==> config.mk <==
export PLATFORM = sky130hd
export DESIGN_NAME = hsb_led_effect_engine
export DESIGN_NICKNAME = d
export VERILOG_FILES = /design/src/rtl/core/hsb_pkg.sv /design/src/rtl/core/hsb_regs.sv /design/src/rtl/core/hsb_fx.sv /design/src/rtl/core/hsb_mix.sv /design/src/rtl/core/hsb_led_effect_engine.sv
export SDC_FILE = /design/constraint.sdc
export NUM_CORES = 1
export LEC_CHECK = 0
export BUFFER_PORTS_ARGS = -buffer_cell sky130_fd_sc_hd__buf_2
export CAP_MARGIN = 0
export CORE_MARGIN = 2
export CORE_UTILIZATION = 30
export CTS_BUF_LIST = sky130_fd_sc_hd__clkbuf_4 sky130_fd_sc_hd__clkbuf_8 sky130_fd_sc_hd__clkbuf_16
export DETAILED_ROUTE_END_ITERATION = 6
export GPL_TIMING_DRIVEN = 0
export SLEW_MARGIN = 20
export SYNTH_ARGS = -nofsm -noshare
export SYNTH_HDL_FRONTEND = slang
export SYNTH_SLANG_ARGS = --single-unit
==> constraint.sdc <==
create_clock -name clock -period 11.1 [get_ports clock]
set_input_delay 0.555 -clock clock [delete_from_list [all_inputs] [get_ports clock]]
set_output_delay 0.555 -clock clock [all_outputs]
set_load 0.02 [all_outputs]
==> src/rtl/core/hsb_pkg.sv <==
package hsb_pkg;

   localparam logic [2:0] MODE_OFF    = 3'd0;
   localparam logic [2:0] MODE_STEADY = 3'd1;
   localparam logic [2:0] MODE_BLINK  = 3'd2;
   localparam logic [2:0] MODE_FADE   = 3'd3;
   localparam logic [2:0] MODE_STROBE = 3'd4;

   localparam logic [2:0] REG_MODE          = 3'd0;
   localparam logic [2:0] REG_SATURATION    = 3'd1;
   localparam logic [2:0] REG_START_HUE     = 3'd2;
   localparam logic [2:0] REG_START_BRIGHT  = 3'd3;
   localparam logic [2:0] REG_FADE_PERIOD   = 3'd4;
   localparam logic [2:0] REG_BLINK_PERIOD  = 3'd5;
   localparam logic [2:0] REG_STROBE_PERIOD = 3'd6;

   localparam logic [9:0]  HUE_MAX     = 10'd764;
   localparam logic [5:0]  BRIGHT_MAX  = 6'd63;
   localparam logic [7:0]  SAT_MAX     = 8'd128;
   localparam logic [9:0]  BLINK_STEP  = 10'd50;
   localparam logic [9:0]  FADE_STEP   = 10'd1;
   localparam logic [9:0]  SEG_ONE     = 10'd255;
   localparam logic [9:0]  SEG_TWO     = 10'd510;
   localparam logic [7:0]  DUTY_MAX    = 8'd255;
   localparam logic signed [19:0] HUE_BASE = 20'sd10880;

   localparam logic signed [10:0] OFS_170 = 11'sd170;
   localparam logic signed [10:0] OFS_85  = 11'sd85;
   localparam logic signed [10:0] OFS_425 = 11'sd425;
   localparam logic signed [10:0] OFS_340 = 11'sd340;
   localparam logic signed [10:0] OFS_680 = 11'sd680;
   localparam logic signed [10:0] OFS_595 = 11'sd595;

   localparam logic [9:0]  FADE_RESET    = 10'd150;
   localparam logic [9:0]  FADE_LO       = 10'd200;
   localparam logic [9:0]  FADE_HI       = 10'd1000;
   localparam logic [11:0] BLINK_RESET   = 12'd1274;
   localparam logic [11:0] BLINK_LO      = 12'd700;
   localparam logic [11:0] BLINK_HI      = 12'd2400;
   localparam logic [8:0]  STROBE_RESET  = 9'd40;
   localparam logic [8:0]  STROBE_LO     = 9'd40;
   localparam logic [8:0]  STROBE_HI     = 9'd400;

   localparam logic [0:63][7:0] GAMMA_LUT = {
      8'd0,   8'd0,   8'd1,   8'd1,   8'd1,   8'd2,   8'd2,   8'd2,
      8'd2,   8'd2,   8'd2,   8'd3,   8'd3,   8'd3,   8'd3,   8'd4,
      8'd4,   8'd4,   8'd5,   8'd5,   8'd6,   8'd6,   8'd7,   8'd8,
      8'd8,   8'd9,   8'd10,  8'd11,  8'd12,  8'd13,  8'd14,  8'd15,
      8'd17,  8'd18,  8'd20,  8'd22,  8'd24,  8'd26,  8'd28,  8'd31,
      8'd34,  8'd37,  8'd40,  8'd44,  8'd48,  8'd52,  8'd57,  8'd62,
      8'd68,  8'd74,  8'd81,  8'd89,  8'd97,  8'd106, 8'd116, 8'd126,
      8'd138, 8'd150, 8'd164, 8'd179, 8'd196, 8'd214, 8'd234, 8'd255};

   typedef struct packed {
      logic [2:0]  mode;
      logic [7:0]  saturation;
      logic [9:0]  start_hue;
      logic [5:0]  start_bright;
      logic [9:0]  fade_period;
      logic [11:0] blink_period;
      logic [8:0]  strobe_period;
   } cfg_type;

   typedef struct packed {
      logic       hue_load;
      logic [9:0] hue_val;
      logic       bright_load;
      logic [5:0] bright_val;
   } load_type;

   typedef struct packed {
      logic start;
      logic ack;
   } mix_ctl_type;

   function automatic logic [7:0] gamma_lookup(input logic [5:0] idx);
      return GAMMA_LUT[idx];
   endfunction

endpackage

==> src/rtl/core/hsb_regs.sv <==
module hsb_regs
   import hsb_pkg::*;
(
   input  logic        clock,
   input  logic        reset,
   input  logic        csr_valid,
   input  logic [2:0]  csr_index,
   input  logic [11:0] csr_data,
   output cfg_type     cfg,
   output load_type    load
);

   cfg_type cfg_ff, cfg_in;

   logic [2:0]  mode_raw;
   logic [7:0]  sat_raw;
   logic [9:0]  hue_raw;
   logic [9:0]  hue_clip;
   logic [9:0]  fade_raw;
   logic [8:0]  strobe_raw;
   logic [9:0]  fade_clip;
   logic [11:0] blink_clip;
   logic [8:0]  strobe_clip;

   always_comb begin
      mode_raw   = csr_data[2:0];
      sat_raw    = csr_data[7:0];
      hue_raw    = csr_data[9:0];
      fade_raw   = csr_data[9:0];
      strobe_raw = csr_data[8:0];
      hue_clip   = (hue_raw > HUE_MAX) ? '0 : hue_raw;
      fade_clip  = (fade_raw < FADE_LO) ? FADE_LO :
                   ((fade_raw > FADE_HI) ? FADE_HI : fade_raw);
      blink_clip = (csr_data < BLINK_LO) ? BLINK_LO :
                   ((csr_data > BLINK_HI) ? BLINK_HI : csr_data);
      strobe_clip = (strobe_raw < STROBE_LO) ? STROBE_LO :
                    ((strobe_raw > STROBE_HI) ? STROBE_HI : strobe_raw);
   end

   always_comb begin
      cfg_in           = cfg_ff;
      load.hue_load    = 1'b0;
      load.hue_val     = hue_clip;
      load.bright_load = 1'b0;
      load.bright_val  = csr_data[5:0];
      if (csr_valid) begin
         case (csr_index)
            REG_MODE: begin
               cfg_in.mode = (mode_raw > MODE_STROBE) ? MODE_OFF : mode_raw;
            end
            REG_SATURATION: begin
               cfg_in.saturation = (sat_raw > SAT_MAX) ? SAT_MAX : sat_raw;
            end
            REG_START_HUE: begin
               cfg_in.start_hue = hue_clip;
               load.hue_load    = 1'b1;
            end
            REG_START_BRIGHT: begin
               cfg_in.start_bright = csr_data[5:0];
               load.bright_load    = 1'b1;
            end
            REG_FADE_PERIOD: begin
               cfg_in.fade_period = fade_clip;
            end
            REG_BLINK_PERIOD: begin
               cfg_in.blink_period = blink_clip;
            end
            REG_STROBE_PERIOD: begin
               cfg_in.strobe_period = strobe_clip;
            end
            default: begin
            end
         endcase
      end
   end

   always_ff @(posedge clock) begin
      if (reset) begin
         cfg_ff.mode          <= MODE_OFF;
         cfg_ff.saturation    <= SAT_MAX;
         cfg_ff.start_hue     <= '0;
         cfg_ff.start_bright  <= BRIGHT_MAX;
         cfg_ff.fade_period   <= FADE_RESET;
         cfg_ff.blink_period  <= BLINK_RESET;
         cfg_ff.strobe_period <= STROBE_RESET;
      end else begin
         cfg_ff <= cfg_in;
      end
   end

   assign cfg = cfg_ff;

endmodule

==> src/rtl/core/hsb_fx.sv <==
module hsb_fx
   import hsb_pkg::*;
(
   input  logic       clock,
   input  logic       reset,
   input  logic       step,
   input  logic       advance,
   input  cfg_type    cfg,
   input  load_type   load,
   output logic [9:0] hue,
   output logic [5:0] bright
);

   logic [9:0]  hue_ff, hue_in;
   logic [5:0]  bright_ff, bright_in;
   logic [9:0]  fade_cnt_ff, fade_cnt_in;
   logic [11:0] blink_cnt_ff, blink_cnt_in;
   logic [8:0]  strobe_cnt_ff, strobe_cnt_in;
   logic        dark_ff, dark_in;

   logic [10:0] hue_sum;
   logic [9:0]  hue_next;
   logic [9:0]  fade_nxt;
   logic [11:0] blink_nxt;
   logic [8:0]  strobe_nxt;
   logic        tick;

   always_comb begin
      tick       = step & advance;
      hue_sum    = {1'b0, hue_ff} +
                   {1'b0, ((cfg.mode == MODE_BLINK) ? BLINK_STEP : FADE_STEP)};
      hue_next   = (hue_sum > {1'b0, HUE_MAX}) ? '0 : hue_sum[9:0];
      fade_nxt   = fade_cnt_ff + 10'd1;
      blink_nxt  = blink_cnt_ff + 12'd1;
      strobe_nxt = strobe_cnt_ff + 9'd1;

      hue_in        = hue_ff;
      bright_in     = bright_ff;
      fade_cnt_in   = fade_cnt_ff;
      blink_cnt_in  = blink_cnt_ff;
      strobe_cnt_in = strobe_cnt_ff;
      dark_in       = dark_ff;

      if (tick) begin
         case (cfg.mode)
            MODE_FADE: begin
               if (fade_nxt >= cfg.fade_period) begin
                  fade_cnt_in = '0;
                  hue_in      = hue_next;
               end else begin
                  fade_cnt_in = fade_nxt;
               end
            end
            MODE_BLINK: begin
               if (blink_nxt >= cfg.blink_period) begin
                  blink_cnt_in = '0;
                  hue_in       = hue_next;
               end else begin
                  blink_cnt_in = blink_nxt;
               end
            end
            MODE_STROBE: begin
               if (strobe_nxt >= cfg.strobe_period) begin
                  strobe_cnt_in = '0;
                  dark_in       = ~dark_ff;
                  bright_in     = dark_ff ? BRIGHT_MAX : '0;
               end else begin
                  strobe_cnt_in = strobe_nxt;
               end
            end
            default: begin
            end
         endcase
      end

      if (load.hue_load) begin
         hue_in = load.hue_val;
      end
      if (load.bright_load) begin
         bright_in = load.bright_val;
      end
   end

   always_ff @(posedge clock) begin
      if (reset) begin
         hue_ff        <= '0;
         bright_ff     <= BRIGHT_MAX;
         fade_cnt_ff   <= '0;
         blink_cnt_ff  <= '0;
         strobe_cnt_ff <= '0;
         dark_ff       <= 1'b0;
      end else begin
         hue_ff        <= hue_in;
         bright_ff     <= bright_in;
         fade_cnt_ff   <= fade_cnt_in;
         blink_cnt_ff  <= blink_cnt_in;
         strobe_cnt_ff <= strobe_cnt_in;
         dark_ff       <= dark_in;
      end
   end

   assign hue    = hue_ff;
   assign bright = bright_ff;

endmodule

==> src/rtl/core/hsb_mix.sv <==
module hsb_mix
   import hsb_pkg::*;
(
   input  logic        clock,
   input  logic        reset,
   input  mix_ctl_type ctl,
   input  logic [9:0]  hue,
   input  logic [5:0]  bright,
   input  logic [7:0]  saturation,
   output logic [7:0]  red,
   output logic [7:0]  green,
   output logic [7:0]  blue,
   output logic        done
);

   localparam logic [2:0] STEP_LAST = 3'd6;

   logic              busy_ff, busy_in;
   logic              done_ff, done_in;
   logic [2:0]        step_ff, step_in;
   logic signed [19:0] prod_ff, prod_in;
   logic [7:0]        chan0_ff, chan1_ff, chan2_ff;
   logic [7:0]        chan0_in, chan1_in, chan2_in;
   logic [7:0]        red_ff, green_ff, blue_ff;
   logic [7:0]        red_in, green_in, blue_in;

   logic [9:0]         hv;
   logic signed [10:0] hs;
   logic signed [10:0] d0, d1, d2;
   logic [8:0]         k;
   logic signed [9:0]  op_a, op_b;
   logic signed [19:0] v;
   logic [12:0]        v_shr;
   logic [7:0]         chan_val;

   always_comb begin
      hv = (hue > HUE_MAX) ? '0 : hue;
      hs = $signed({1'b0, hv});
      if (hv < SEG_ONE) begin
         d0 = OFS_170 - hs;
         d1 = hs - OFS_85;
         d2 = -OFS_85;
      end else if (hv < SEG_TWO) begin
         d0 = -OFS_85;
         d1 = OFS_425 - hs;
         d2 = hs - OFS_340;
      end else begin
         d0 = hs - OFS_595;
         d1 = -OFS_85;
         d2 = OFS_680 - hs;
      end
      k = {1'b0, gamma_lookup(bright)} + 9'd1;

      op_a = $signed({2'b00, saturation});
      op_b = d0[9:0];
      case (step_ff)
         3'd0: op_b = d0[9:0];
         3'd1: op_b = d1[9:0];
         3'd2: op_b = d2[9:0];
         3'd3: begin
            op_a = $signed({1'b0, k});
            op_b = $signed({2'b00, chan0_ff});
         end
         3'd4: begin
            op_a = $signed({1'b0, k});
            op_b = $signed({2'b00, chan1_ff});
         end
         3'd5: begin
            op_a = $signed({1'b0, k});
            op_b = $signed({2'b00, chan2_ff});
         end
         default: begin
         end
      endcase

      v        = HUE_BASE + prod_ff;
      v_shr    = v[19] ? '0 : v[19:7];
      chan_val = (v_shr > {5'd0, DUTY_MAX}) ? DUTY_MAX : v_shr[7:0];
   end

   always_comb begin
      busy_in  = busy_ff;
      done_in  = done_ff;
      step_in  = step_ff;
      prod_in  = prod_ff;
      chan0_in = chan0_ff;
      chan1_in = chan1_ff;
      chan2_in = chan2_ff;
      red_in   = red_ff;
      green_in = green_ff;
      blue_in  = blue_ff;

      if (ctl.ack) begin
         done_in = 1'b0;
      end

      if (busy_ff) begin
         prod_in = 20'(op_a) * 20'(op_b);
         case (step_ff)
            3'd1: chan0_in = chan_val;
            3'd2: chan1_in = chan_val;
            3'd3: chan2_in = chan_val;
            3'd4: red_in   = prod_ff[15:8];
            3'd5: green_in = prod_ff[15:8];
            3'd6: blue_in  = prod_ff[15:8];
            default: begin
            end
         endcase
         if (step_ff == STEP_LAST) begin
            busy_in = 1'b0;
            done_in = 1'b1;
         end else begin
            step_in = step_ff + 3'd1;
         end
      end else if (ctl.start) begin
         busy_in = 1'b1;
         step_in = '0;
      end
   end

   always_ff @(posedge clock) begin
      if (reset) begin
         busy_ff <= 1'b0;
         done_ff <= 1'b0;
         step_ff <= '0;
      end else begin
         busy_ff <= busy_in;
         done_ff <= done_in;
         step_ff <= step_in;
      end
   end

   always_ff @(posedge clock) begin
      prod_ff  <= prod_in;
      chan0_ff <= chan0_in;
      chan1_ff <= chan1_in;
      chan2_ff <= chan2_in;
      red_ff   <= red_in;
      green_ff <= green_in;
      blue_ff  <= blue_in;
   end

   assign red   = red_ff;
   assign green = green_ff;
   assign blue  = blue_ff;
   assign done  = done_ff;

endmodule

==> src/rtl/core/hsb_led_effect_engine.sv <==
// LED effect engine: hue/saturation/brightness to red, green and blue duty values.
// Request channel (req_valid, req_stall, req_advance): one transfer per tick item;
// req_advance high lets one millisecond elapse for the active effect mode.
// Response channel (rsp_valid, rsp_stall, rsp_*): one transfer per request, carrying
// the three duty values and the working hue and brightness after the tick.
// Configuration channel (csr_valid, csr_ready, csr_index, csr_data): csr_ready is
// always high; a transfer writes the register at csr_index, indexes above 6 drop.
// Write configuration only while no request is in flight.
// The color path runs six multiplies through one shared multiplier under a step
// counter, so one request occupies the block until its response enters the
// response register; req_stall is high meanwhile.
// The response register parts the two sides: while rsp_stall holds the response,
// the next request is computed and then waits inside until the register frees.
// Reset (synchronous, active high) clears both channels, loads the register
// defaults, sets hue 0, brightness index 63 and clears the effect counters.
module hsb_led_effect_engine
   import hsb_pkg::*;
(
   input  logic        clock,
   input  logic        reset,
   input  logic        req_valid,
   output logic        req_stall,
   input  logic        req_advance,
   output logic        rsp_valid,
   input  logic        rsp_stall,
   output logic [7:0]  rsp_red_duty,
   output logic [7:0]  rsp_green_duty,
   output logic [7:0]  rsp_blue_duty,
   output logic [9:0]  rsp_current_hue,
   output logic [5:0]  rsp_current_brightness,
   input  logic        csr_valid,
   output logic        csr_ready,
   input  logic [2:0]  csr_index,
   input  logic [11:0] csr_data
);

   localparam logic ST_IDLE = 1'b0;
   localparam logic ST_BUSY = 1'b1;

   cfg_type     cfg;
   load_type    load;
   mix_ctl_type mix_ctl;

   logic       state_ff, state_in;
   logic       rsp_valid_ff, rsp_valid_in;
   logic [7:0] red_ff, green_ff, blue_ff;
   logic [9:0] hue_ff;
   logic [5:0] bright_ff;

   logic       accept;
   logic       move;
   logic       mix_done;
   logic [9:0] hue;
   logic [5:0] bright;
   logic [7:0] mix_red, mix_green, mix_blue;
   logic       lit;

   hsb_regs u_regs (
      .clock     (clock),
      .reset     (reset),
      .csr_valid (csr_valid),
      .csr_index (csr_index),
      .csr_data  (csr_data),
      .cfg       (cfg),
      .load      (load)
   );

   hsb_fx u_fx (
      .clock   (clock),
      .reset   (reset),
      .step    (accept),
      .advance (req_advance),
      .cfg     (cfg),
      .load    (load),
      .hue     (hue),
      .bright  (bright)
   );

   hsb_mix u_mix (
      .clock      (clock),
      .reset      (reset),
      .ctl        (mix_ctl),
      .hue        (hue),
      .bright     (bright),
      .saturation (cfg.saturation),
      .red        (mix_red),
      .green      (mix_green),
      .blue       (mix_blue),
      .done       (mix_done)
   );

   always_comb begin
      req_stall     = (state_ff != ST_IDLE);
      accept        = req_valid & ~req_stall;
      move          = mix_done & (~rsp_valid_ff | ~rsp_stall);
      mix_ctl.start = accept;
      mix_ctl.ack   = move;
      lit           = (cfg.mode != MODE_OFF);

      state_in     = state_ff;
      rsp_valid_in = rsp_valid_ff;
      if (rsp_valid_ff && !rsp_stall) begin
         rsp_valid_in = 1'b0;
      end
      if (accept) begin
         state_in = ST_BUSY;
      end
      if (move) begin
         state_in     = ST_IDLE;
         rsp_valid_in = 1'b1;
      end
   end

   always_ff @(posedge clock) begin
      if (reset) begin
         state_ff     <= ST_IDLE;
         rsp_valid_ff <= 1'b0;
      end else begin
         state_ff     <= state_in;
         rsp_valid_ff <= rsp_valid_in;
      end
   end

   always_ff @(posedge clock) begin
      if (move) begin
         red_ff    <= lit ? mix_red : '0;
         green_ff  <= lit ? mix_green : '0;
         blue_ff   <= lit ? mix_blue : '0;
         hue_ff    <= hue;
         bright_ff <= bright;
      end
   end

   assign csr_ready              = 1'b1;
   assign rsp_valid              = rsp_valid_ff;
   assign rsp_red_duty           = red_ff;
   assign rsp_green_duty         = green_ff;
   assign rsp_blue_duty          = blue_ff;
   assign rsp_current_hue        = hue_ff;
   assign rsp_current_brightness = bright_ff;

endmodule
==> metrics.log <==
INFO  metric syn-num-nets = about 1800
INFO  metric synth.cell_area = 14520 um^2
INFO  metric critical_path_peak_fanout = 10
INFO  metric slew_violations = 0
INFO  metric areaGrowthSynthToFinish = 11.50%
INFO  metric timing.critical_path.slowest_cell_delay = 900 ps
INFO  metric synth_cell_types = slightly above 90
INFO  metric htree_levels = 4
INFO  metric synth-edff-count = roughly 100
INFO  metric clock_insertion_delay_at_the_later_pin_of_the_skew_report = about 450 ps
INFO  metric synthFlopType = sky130_fd_sc_hd__edfxtp_1
INFO  metric setup-violations-final = 0
INFO  metric regToRegStartpoint = u_fx.hue[0]
INFO  metric grt_use_total = 0.1552
INFO  metric antenna_violations_before_repair = 0
INFO  metric synth-seq-cells = 198
INFO  metric setup_total_negative_slack = 0 ps
INFO  metric global_route_wire_length_before_repair = 62.13 mm
INFO  metric power.share.sequential = 0.462
INFO  metric timing.hold.worst.class = in2reg
INFO  metric share_comb_of_total_power = 0.193
INFO  metric post-dp-hpwl = about 30 mm
INFO  metric crit_top_cell = sky130_fd_sc_hd__fa_1
INFO  metric run_status = finished clean
INFO  metric synth.mux.area_fraction = 0.01577
INFO  metric drt_drc_violations_left = 0
INFO  metric synthCells = 1595
INFO  metric critPathSlowestCell = sky130_fd_sc_hd__a41oi_1
INFO  metric drv_cap = 0
INFO  metric synth_compound_area_frac = 0.1811
INFO  metric crit_path_start_kind = register
INFO  metric grt_start_max_net_pins = 25
INFO  metric viasPerCell = between 5 and 6
INFO  metric ios = 64
INFO  metric postCtsSetupRepairBufs = 0
INFO  metric commonest_non_fill_non_tap_cells_in_the_layout = 155 x sky130_fd_sc_hd__nor2_1, 134 x sky130_fd_sc_hd__inv_1, 126 x sky130_fd_sc_hd__nand2_1, 126 x sky130_fd_sc_hd__ha_1, 114 x sky130_fd_sc_hd__a21oi_1
INFO  metric crit_end = u_mix.prod_ff[19]
INFO  metric worst_r2r_setup_slack = just under 1000 ps
INFO  metric synthTopCellsByArea = sky130_fd_sc_hd__edfxtp_1 21%, sky130_fd_sc_hd__dfxtp_1 13%, sky130_fd_sc_hd__ha_1 11%, sky130_fd_sc_hd__fa_1 7.6%, sky130_fd_sc_hd__nor2_1 4.0%
INFO  metric power_frac_clock = 0.345
INFO  metric critPathCaptureType = register
INFO  metric initial_utilization = 0.3041
INFO  metric syn_avg_cell_area = about 9 um^2
INFO  metric p_leak = 0.006912 uW
INFO  metric fin_util = 0.3390
INFO  metric die-area = 50170 um^2
INFO  metric synth_simple_gate_area_frac = 0.1785
INFO  metric timing.fmax = between 90 and 100 MHz
INFO  metric grt-ovfl-total = 0
INFO  metric fin_area = approximately 16000 um^2
INFO  metric cts_root_buffer = sky130_fd_sc_hd__clkbuf_16
INFO  metric floorplan.die.width = about 220 um
INFO  metric post-route-period-util = 0.9124
INFO  metric internal_power = about 1300 uW
INFO  metric drt.antenna.violating_nets = 0
INFO  metric worst_endpoint_data_arrival_time = ~10000 ps
INFO  metric yosysWarnings = 0
INFO  metric power.switching_fraction = 0.2876
INFO  metric first_global_vias = approximately 12000
INFO  metric drt-pass1-iter-count = 6
INFO  metric maxSlewHeadroom = 0.2619
INFO  metric initial_drt_markers = around 820
INFO  metric gp_routability_congestion = around 0.93
INFO  metric worst_r2r_endpoint = u_mix.prod_ff[19]
INFO  metric critPathKind = reg2reg
INFO  metric core_region_area = 47750 um^2
INFO  metric numCtsBuffers = 17
INFO  metric tmin_final = ~10000 ps
INFO  metric fin_nets = approximately 1900
INFO  metric row_count = 80
INFO  metric tritoncts = built
INFO  metric port_buffers = 52
INFO  metric dpl-instance-area = 15610 um^2
INFO  metric register_area = around 5000 um^2
INFO  metric grt_setup_unrepaired = no
INFO  metric filler_cell_count = between 4000 and 5000
INFO  metric most_frequent_standard_cell_in_the_layout_excluding_fill_and_tap_cells = sky130_fd_sc_hd__nor2_1
INFO  metric required = around 11000 ps
INFO  metric vias = roughly 12000
INFO  metric finalHoldViolations = 0
INFO  metric synth_top_family_by_area = adder cells
INFO  metric aggregate_routed_wire_length = 38.85 mm
INFO  metric yosys.area_share.adder = 0.1844
INFO  metric postCtsHoldBufs = 0
INFO  metric crit_path_start = u_fx.hue[0]
INFO  metric clockBufferDepth = 2
INFO  metric clock-skew-final = approximately 16 ps
INFO  metric worst_ir_drop_vdd = about 0.00011 V
INFO  metric die_h = ~220 um
INFO  metric synth_area_leader_cell = sky130_fd_sc_hd__edfxtp_1
INFO  metric p_sw = 514.0 uW
INFO  metric seq_area_frac_synth = 0.3426
INFO  metric worstRegToRegCells = 35
INFO  metric worst-slew-pin-transition = about 1100 ps
INFO  metric ys_async_sr_fraction = 0
INFO  metric path_clk_slew = approximately 80 ps
INFO  metric insertedDiodeCount = 0
INFO  metric post_synth_xor_area_fraction = 0.03981
INFO  metric layout-drive-gt1-share = 0.07798
INFO  metric power.density = between 100 and 150 nW/um^2
INFO  metric cts_resizes = 0
INFO  metric wl_per_cell = approximately 17 um
INFO  metric yosysTopAreaCellShare = 0.2089
INFO  metric multi_input_area = just under 9000 um^2
INFO  metric clkSinkCount = approximately 200
cells in the mapped netlist (all sizes together), types with 22 or more instances:
library cell and n:
xnor2 31, nand2 126, inv 134, fa 55, nand2b 31, edfxtp 101, nand3 27, a211oi 22
ha 126, buf 25, dfxtp 97, nor2b 43, nor2 155, o21ai 88, xor2 35, and3 30
a22oi 22, and2 24, a21oi 116, clkbuf 52, nand3b 24
power groups by stage:
stage	logic [uW]	clock network (uW)	registers (uW)
2_1_floorplan	256	0	832
3_3_place_gp	338	0	841
3_5_place_dp	343	0	842
4_1_cts	347	631	825
5_1_grt	392	658	827
6_report	345	616	825
cell type report:
cell class	count	share of cell area
Buffer	77	0.02002
Clock buffer	21	0.03030
Clock inverter	10	0.005720
Inverter	136	0.03154
Multi-Input combinational cell	1184	0.5393
Sequential cell	198	0.3073
Tap cell	615	0.04753
Timing Repair Buffer	54	0.01824
cells by family (layout without fill, tap and decap cells):
group / after synthesis / in the layout
xor gates and xnor gates: 66 / 66
DFF: 198 / 198
other: 1 / 1
adders and majority gates: 181 / 181
AOI/OAI and AO/OA: 395 / 395
muxes: 21 / 21
buffers and inverters: 213 / 298
and+or+nand+nor: 520 / 520
stage by stage:
| step | setup WS (ps) | hold slack [ps] | instances | power (uW) |
|---|---|---|---|---|
| after floorplan | 3127 | 402.9 | 1595 | 1088 |
| final | 972.7 | 369.9 | 2295 | 1787 |
| after detailed placement | 1191 | 424.2 | 2264 | 1185 |
| after CTS | 1162 | 352.6 | 2295 | 1803 |
| after global routing | 487.1 | 387.9 | 2295 | 1877 |
| after global placement | 1205 | 414.9 | 2262 | 1179 |
sequential cells by signal (all words and copies together), names as in the netlist, 3 cells and up:
register and flops:
rsp_red_duty 8, u_fx.blink_cnt_ff 12, u_fx.bright 6, u_mix.prod_ff 13, u_mix.red 8, rsp_green_duty 8
u_mix.blue 8, rsp_current_brightness 6, rsp_blue_duty 8, u_fx.strobe_cnt_ff 9, u_regs.cfg 42, u_fx.fade_cnt_ff 10
u_mix.step_ff 3, u_mix.chan1_ff 8, u_mix.green 8, u_fx.hue 10, u_mix.chan0_ff 8, rsp_current_hue 10
u_mix.chan2_ff 8
critical path: cells and delay by family (launching register included):
| kind | cells | cell delay [ps] |
|---|---|---|
| AO/OA/AOI/OAI | 11 | 2740 |
| XOR/XNOR | 2 | 280 |
| adder cells (fa/ha/maj) | 7 | 3180 |
| buffers and inverters | 7 | 1500 |
| flip-flops | 1 | 340 |
| AND/OR/NAND/NOR | 8 | 1790 |
worst min-delay path by stage:
stage / startpoint / to / slack (ps) / cells after the start
after floorplan: u_fx.bright[3] / rsp_current_brightness[3] / 400 / 0
after global placement: u_fx.hue[6] / rsp_current_hue[6] / 410 / 0
after detailed placement: u_fx.hue[6] / rsp_current_hue[6] / 420 / 0
after CTS: req_valid / req_stall / 350 / 3
after global routing: req_valid / req_stall / 390 / 3
final: req_valid / req_stall / 370 / 3
routing by layer:
metal / wire length (um) / vias up / global-route usage
li1: - / 5759 / -
met1: 18210 / 5730 / 0.2127
met2: 18180 / 309 / 0.2532
met3: 1725 / 48 / 0.01981
met4: 740 / 0 / 0.05075
met5: 0 / - / 0
(Power assumes the default switching activity.)
